**config.mk**
```make
export PLATFORM = sky130hd
export DESIGN_NAME = tks_sorted_store
export DESIGN_NICKNAME = d
export VERILOG_FILES = /design/src/tks_pkg.sv /design/src/tks_sorted_store.sv
export SDC_FILE = /design/constraint.sdc
export NUM_CORES = 2
export LEC_CHECK = 0
export BUFFER_PORTS_ARGS = -buffer_cell sky130_fd_sc_hd__buf_2
export CAP_MARGIN = 25
export CORE_UTILIZATION = 30
export DETAILED_ROUTE_END_ITERATION = 8
export PLACE_DENSITY = 0.58
export SYNTH_ARGS = -nofsm -noshare
export SYNTH_HDL_FRONTEND = slang
export SYNTH_SLANG_ARGS = --single-unit
```
**constraint.sdc**
```tcl
create_clock -name clk -period 9.6 [get_ports clk]
set_clock_uncertainty 0.15 [all_clocks]
set_input_delay 0.48 -clock clk [delete_from_list [all_inputs] [get_ports clk]]
set_output_delay 0.48 -clock clk [all_outputs]
set_load 0.01 [all_outputs]
```
**src/tks_pkg.sv**
```systemverilog
// Shared types, constants and helpers for the top-k score keeper.
// No dependencies; every other file imports this package.
`default_nettype none

package tks_pkg;

    parameter int KEEP_MAX = 16;
    localparam int CNT_W   = $clog2(KEEP_MAX + 1);
    localparam int KC_W    = 5;
    localparam int KEY_W   = 32;
    localparam int SCORE_W = 16;

    localparam logic [KC_W-1:0]           KC_RESET = 5'd16;
    localparam logic signed [SCORE_W-1:0] Q_ONE    = 16'sd16384;
    localparam logic signed [SCORE_W-1:0] Q_MINUS  = -16'sd16384;

    typedef struct packed {
        logic [KEY_W-1:0]          key;
        logic signed [SCORE_W-1:0] score;
    } entry_t;

    // Insert command from the top level to the sorted store.
    typedef struct packed {
        logic                      valid;
        logic                      last;
        logic [KEY_W-1:0]          key;
        logic signed [SCORE_W-1:0] score;
    } ins_cmd_t;

    function automatic logic [CNT_W-1:0] eff_count(input logic [KC_W-1:0] kc);
        logic [31:0] w;
        w = 32'(kc);
        if (w == 32'd0)
        begin
            w = 32'd1;
        end
        else if (w > 32'(KEEP_MAX))
        begin
            w = 32'(KEEP_MAX);
        end
        return CNT_W'(w);
    endfunction

    function automatic logic signed [SCORE_W-1:0] sat_score(
        input logic signed [SCORE_W-1:0] s);
        logic signed [SCORE_W-1:0] r;
        r = s;
        if (s > Q_ONE)
        begin
            r = Q_ONE;
        end
        else if (s < Q_MINUS)
        begin
            r = Q_MINUS;
        end
        return r;
    endfunction

endpackage

`default_nettype wire

```
**src/tks_sorted_store.sv**
```systemverilog
// Sorted register chain holding the retained entries, minimum at index 0.
// Depends on tks_pkg.
`default_nettype none

module tks_sorted_store import tks_pkg::*;
(
    input  wire logic             clk,
    input  wire logic             rst_n,
    input  wire ins_cmd_t         ins,
    input  wire logic [CNT_W-1:0] keep_eff,
    output entry_t                snap [KEEP_MAX],
    output logic [CNT_W-1:0]      snap_total
);

    entry_t           ent_reg  [KEEP_MAX];
    entry_t           ent_next [KEEP_MAX];
    entry_t           lower    [KEEP_MAX];
    entry_t           upper    [KEEP_MAX];
    logic [CNT_W-1:0] total_reg;
    logic [CNT_W-1:0] total_next;
    logic             le    [KEEP_MAX];
    logic             le_dn [KEEP_MAX];
    logic             le_up [KEEP_MAX];
    logic             grow;
    logic             replace;
    logic             sorted_ok;
    entry_t           new_ent;

    assign new_ent = '{key: ins.key, score: ins.score};
    assign grow    = total_reg < keep_eff;
    assign replace = !grow && (total_reg != '0) && (ent_reg[0].score < ins.score);

    // Each entry compares against the new score in parallel; the chain is sorted,
    // so the compare flags form a run of ones followed by zeros.
    always_comb
    begin
        for (int i = 0; i < KEEP_MAX; i++)
        begin
            le[i] = (CNT_W'(i) < total_reg) && (ent_reg[i].score <= ins.score);
        end
        le_dn[0] = 1'b1;
        lower[0] = ent_reg[0];
        for (int i = 1; i < KEEP_MAX; i++)
        begin
            le_dn[i] = le[i-1];
            lower[i] = ent_reg[i-1];
        end
        for (int i = 0; i < KEEP_MAX - 1; i++)
        begin
            le_up[i] = le[i+1];
            upper[i] = ent_reg[i+1];
        end
        le_up[KEEP_MAX-1] = 1'b0;
        upper[KEEP_MAX-1] = ent_reg[KEEP_MAX-1];
    end

    always_comb
    begin
        for (int i = 0; i < KEEP_MAX; i++)
        begin
            ent_next[i] = ent_reg[i];
            if (grow)
            begin
                // Open a slot above every entry that ranks at or below the new one.
                if (le[i])
                    ent_next[i] = ent_reg[i];
                else if (le_dn[i])
                    ent_next[i] = new_ent;
                else
                    ent_next[i] = lower[i];
            end
            else if (replace)
            begin
                // Drop the minimum, slide the lower part down, drop the new one in.
                if (le_up[i])
                    ent_next[i] = upper[i];
                else if (le[i])
                    ent_next[i] = new_ent;
                else
                    ent_next[i] = ent_reg[i];
            end
            snap[i] = ent_next[i];
        end
        snap_total = grow ? total_reg + 1'b1 : total_reg;
        total_next = total_reg;
        if (ins.valid)
        begin
            total_next = ins.last ? '0 : snap_total;
        end
    end

    always_ff @(posedge clk or negedge rst_n)
    begin
        if (!rst_n)
        begin
            total_reg <= '0;
        end
        else
        begin
            total_reg <= total_next;
        end
    end

    always_ff @(posedge clk)
    begin
        if (ins.valid)
        begin
            for (int i = 0; i < KEEP_MAX; i++)
            begin
                ent_reg[i] <= ent_next[i];
            end
        end
    end

    always_comb
    begin
        sorted_ok = 1'b1;
        for (int i = 1; i < KEEP_MAX; i++)
        begin
            if ((CNT_W'(i) < total_reg) && (ent_reg[i-1].score > ent_reg[i].score))
                sorted_ok = 1'b0;
        end
    end

    a_sorted: assert property (@(posedge clk) disable iff (!rst_n) sorted_ok)
        else $error("sorted store lost its ascending order");
    a_total_bound: assert property (@(posedge clk) disable iff (!rst_n)
        total_reg <= CNT_W'(KEEP_MAX))
        else $error("store count beyond capacity");
    a_flush: assert property (@(posedge clk) disable iff (!rst_n)
        (ins.valid && ins.last) |=> (total_reg == '0))
        else $error("store not emptied after end of set");

endmodule

`default_nettype wire

```
## Yosys cells after proc, flatten, opt, wreduce, memory -nomap -nowiden

Memory sizes are Yosys's and may differ from the RTL's.
Cells that the tools add are included.
W data, S select, Z words.

- Bits in registers: 5
- Bits of input ports: 57
- Output and inout bits: 773
- Bits in latches: 0
- Memory bits (writable): 768
- ROM bits: 0
- Memories: 1

- $lt $le $gt $ge: 34
- Eq/ne operators: 0
- Bitwise gates (word level): 0
- Divide/modulo/power cells: 0
- Reduce and logical (&&, ||, !) cells: 20
- Shift-type cells: 0
- Add/sub/neg operators: 1
- $mul: 0
- Muxes and demuxes: 68

Memory list:

| memory | depth | width | read ports | clocked after memory_dff | wr ports | line | source |
|---|---|---|---|---|---|---|---|
| ent_reg | 16 | 48 | 16 | 0 | 16 | tks_sorted_store.sv:15 | `entry_t ent_reg [KEEP_MAX];` |

Operators by type and width:

| cell | number |
|---|---|
| $mux W48 | 64 |
| $le A16 B16 Y1 | 16 |
| $lt A4 B5 Y1 const A | 8 |
| $lt A3 B5 Y1 const A | 4 |
| $logic_and A1 B1 Y1 | 18 |
| $lt A16 B16 Y1 | 1 |
| $lt A1 B5 Y1 const A | 2 |
| $lt A2 B5 Y1 const A | 2 |
| $mux W5 | 2 |
| $add A5 B1 Y5 const B | 1 |
| $lt A5 B5 Y1 | 1 |
| $reduce_bool A5 Y1 | 1 |
| $mux W1 | 2 |
| $logic_not A1 Y1 | 1 |

## Longest topological paths before layout

An unclocked memory read counts as a cell.

- Depth in word-level cells: 7
- Gate-level depth with buffers: 15
- Depth with buffers taken out: 10

## Least setup slack after synthesis

No wires, ideal clock.

- Path type: input-to-output
- Start: input port ins[15] in the netlist's numbering
- End: output port snap[18] in the netlist's numbering
- Slack: 5344 ps
- Path buffers: 3
- Stages on the path: 13
- Required time: 8970 ps
- Data arrival time: 3626 ps
- Cells stage by stage: clkbuf_1 > inv_1 > ha_1 > nand4_1 > nor2_1 > o211ai_1 > o211ai_1 > mux2_2 > buf_2 > nor2_1 > buf_2 > mux2_2 > mux2_2

RTL lines:

| element | line | source |
|---|---|---|
| from (decl) | tks_sorted_store.sv:9 | `input wire ins_cmd_t ins,` |
| to (decl) | tks_sorted_store.sv:11 | `output entry_t snap [KEEP_MAX],` |

==> out/qor.csv <==
metric,value,unit
cp_data_required_time,8.97,ns
synth_xor_area_frac,0.000611,
grt_usage,0.301,
overflow,0,
slowest_delay,0.82,ns
first_pass_iters,6,
dr_total_vias,56600,
synth_area,57300,um^2
power_density,246,nW/um^2
drt-total-wl,304,mm
fmax,0.141,GHz
relSlewSlack,0.248,
synthMuxAreaShare,0.104,
dieArea,193000,um^2
largest_register_ffs,768,
worstHoldPathType,primary input to register,
ys_types,68,
power.total,16500,uW
globalplace.congestion,0.932,
avgSynthCellArea,9.55,um^2
synthTopCellsByCount,"edfxtp_1, o21ai_0, a21oi_1",
grt_pass1_wl,419,mm
synthSimpleGateAreaFrac,0.0957,
worstRegToRegCells,11,
critPathMaxFanout,83,
grt_pass1_vias,53200,
netlist.area_leader.share,0.402,
grt_max_degree,146,
via_per_inst,6.25,
leakagePower,0.0288,uW
cts_sinks,773,
fp.dieH,439,um
drt_iter0_drc,6821,
antenna_found_initial,11,
hold_slack,0.0512,ns
syn-num-nets,6322,
cp.arrival,6.45,ns
min_path_cells,1,
synth_fa_ha_area_frac,0.0572,
yosysWarnings,0,
cts_tree,built,
drtAntennaViolNets,0,
place_ws,2.70,ns
critPathCaptureType,output port,
crit_type,primary input to output port,
cp-start-kind,primary input,
dpl.hpwl,213,mm
fin_crit,7.08,ns
syn_to_final_growth,17.2,%
tightest_slew,1.13,ns
vdd_drop_max,0.174,mV
yosys.cell_count.top_type,edfxtp_1,
drv_slew,0,
wire_per_inst,33.5,um
drcViolationCount,0,
synth_top_family_by_area,compound AO/OA/AOI/OAI gates,
synthCells,6003,
synth_compound_area_frac,0.289,
yosysTopAreaCell,edfxtp_1,
rsz0062_at_grt,no,
clockBufferDepth,3,
rows,160,
hold_violations,0,
crit_slowest_cell,nor2_4,
ys.flop_type,edfxtp_1,
core,190000,um^2
nNetsFinal,6765,
status,finished clean,
path_cells,"buf_2, inv_1, buf_4, ha_1, nand4_1, o211ai_1, mux2_8, buf_12, nor2_4, buf_4, mux2_2, mux2_2, buf_2",
ys_seq_area_frac,0.404,
synthArstFlopShare,0.00647,
clk_pin_slew,0.06,ns
tns,0,ns
drive_gt1_frac,0.200,
clkLatencyLatePin,0.79,ns
synth_seq_cells,773,
initial_core_util,0.302,
setup_ws,2.52,ns
portBuffers,829,
cap_violations,0,
finalSetupViolations,0,
clockRootBuffer,clkbuf_16,
fin_crit_sh,0.737,
ctsHtreeMaxLevel,3,
synth_area_leaders,"edfxtp_1, mux2i_1, a211o_1, ha_1, o21ai_0",
die_w,439,um
cts_buffers,104,
pin_count,830,
synth-edff-count,768,
[metrics by stage]
| step | util | instances | area, um^2 |
|---|---|---|---|
| final | 0.354 | 9053 | 67200 |
| after CTS | 0.353 | 9042 | 67100 |
| after global placement | 0.335 | 8838 | 63700 |
| after global routing | 0.354 | 9050 | 67200 |
| after detailed placement | 0.336 | 8846 | 63800 |
| after floorplan | - | 6003 | 57300 |
[kinds of logic after synthesis]
logic type | after synthesis
compound gates | 2402
xor+xnor | 4
fa+ha+maj | 262
buf+inv | 684
flops | 773
mux | 584
simple gates | 1294
[timing repair]
action                    in CTS  in global routing
buffers inserted               0                  0
hold endpoints to repair       9                  0
hold buffers                   3                  0
gates resized for setup        0                  0
[critical path, delay by kind of cell]
family	cells	cell delay [ns]
multiplexers	3	1.33
adder cells (fa/ha/maj)	1	0.39
buffers and inverters	6	2.36
AO/OA/AOI/OAI	1	0.62
AND/OR/NAND/NOR	2	0.99
[metal layers]
layer	routed length (um)	GRT usage
met1	116000	0.367
met2	136000	0.469
met4	26500	0.224
met3	25500	0.0602
met5	0	0
[cells in the final DEF (no fill, tap or decap), types with 10 or more instances in the layout]
master,instances
mux2i_1,465
and3_1,54
mux2_2,116
o211ai_1,25
nor2_1,480
a221oi_1,30
clkinv_2,13
o221ai_1,48
a21oi_1,541
a221oi_2,20
clkbuf_16,107
a221o_1,289
a22o_1,144
buf_12,17
nand2_4,12
and4_1,13
buf_4,113
o21ai_0,594
a211o_1,388
o21a_1,23
inv_1,55
clkbuf_1,28
nor3_1,58
a211oi_1,12
buf_2,828
nand3_1,22
a31oi_1,199
clkinv_1,26
nand2_1,531
ha_1,262
o311ai_0,16
edfxtp_1,768
nor2b_1,18
nand4_1,46
a21o_1,17
o21ai_4,10
[area by class of cell]
cell class	count	area (um^2)
Sequential cell	773	23200
Clock inverter	58	474
Antenna cell	9	22.5
Timing Repair Buffer	966	5490
Inverter	55	206
Clock buffer	135	2780
Tap cell	2511	3140
Fill cell	19200	123000
Multi-Input combinational cell	4546	31900
[worst paths after layout]
path                            slack (ns)               to            start
worst max-delay path                  2.52         snap[47]          ins[15]
worst min-delay path                  0.05  ent_reg[1][366]          ins[49]
worst max register to register        4.17  ent_reg[1][381]     total_reg[4]
worst min register to register        0.46  ent_reg[0][335]  ent_reg[0][335]
max in group asynchronous             8.48     total_reg[4]            rst_n
min in group asynchronous             0.62     total_reg[1]            rst_n
[power by group]
| part | switching, uW | total [uW] | internal, uW |
|---|---|---|---|
| Combinational | 4590 | 7130 | 2540 |
| Clock | 1740 | 3920 | 2180 |
| Sequential | 706 | 5480 | 4770 |
Note: power is estimated with default switching activity, not from simulation.
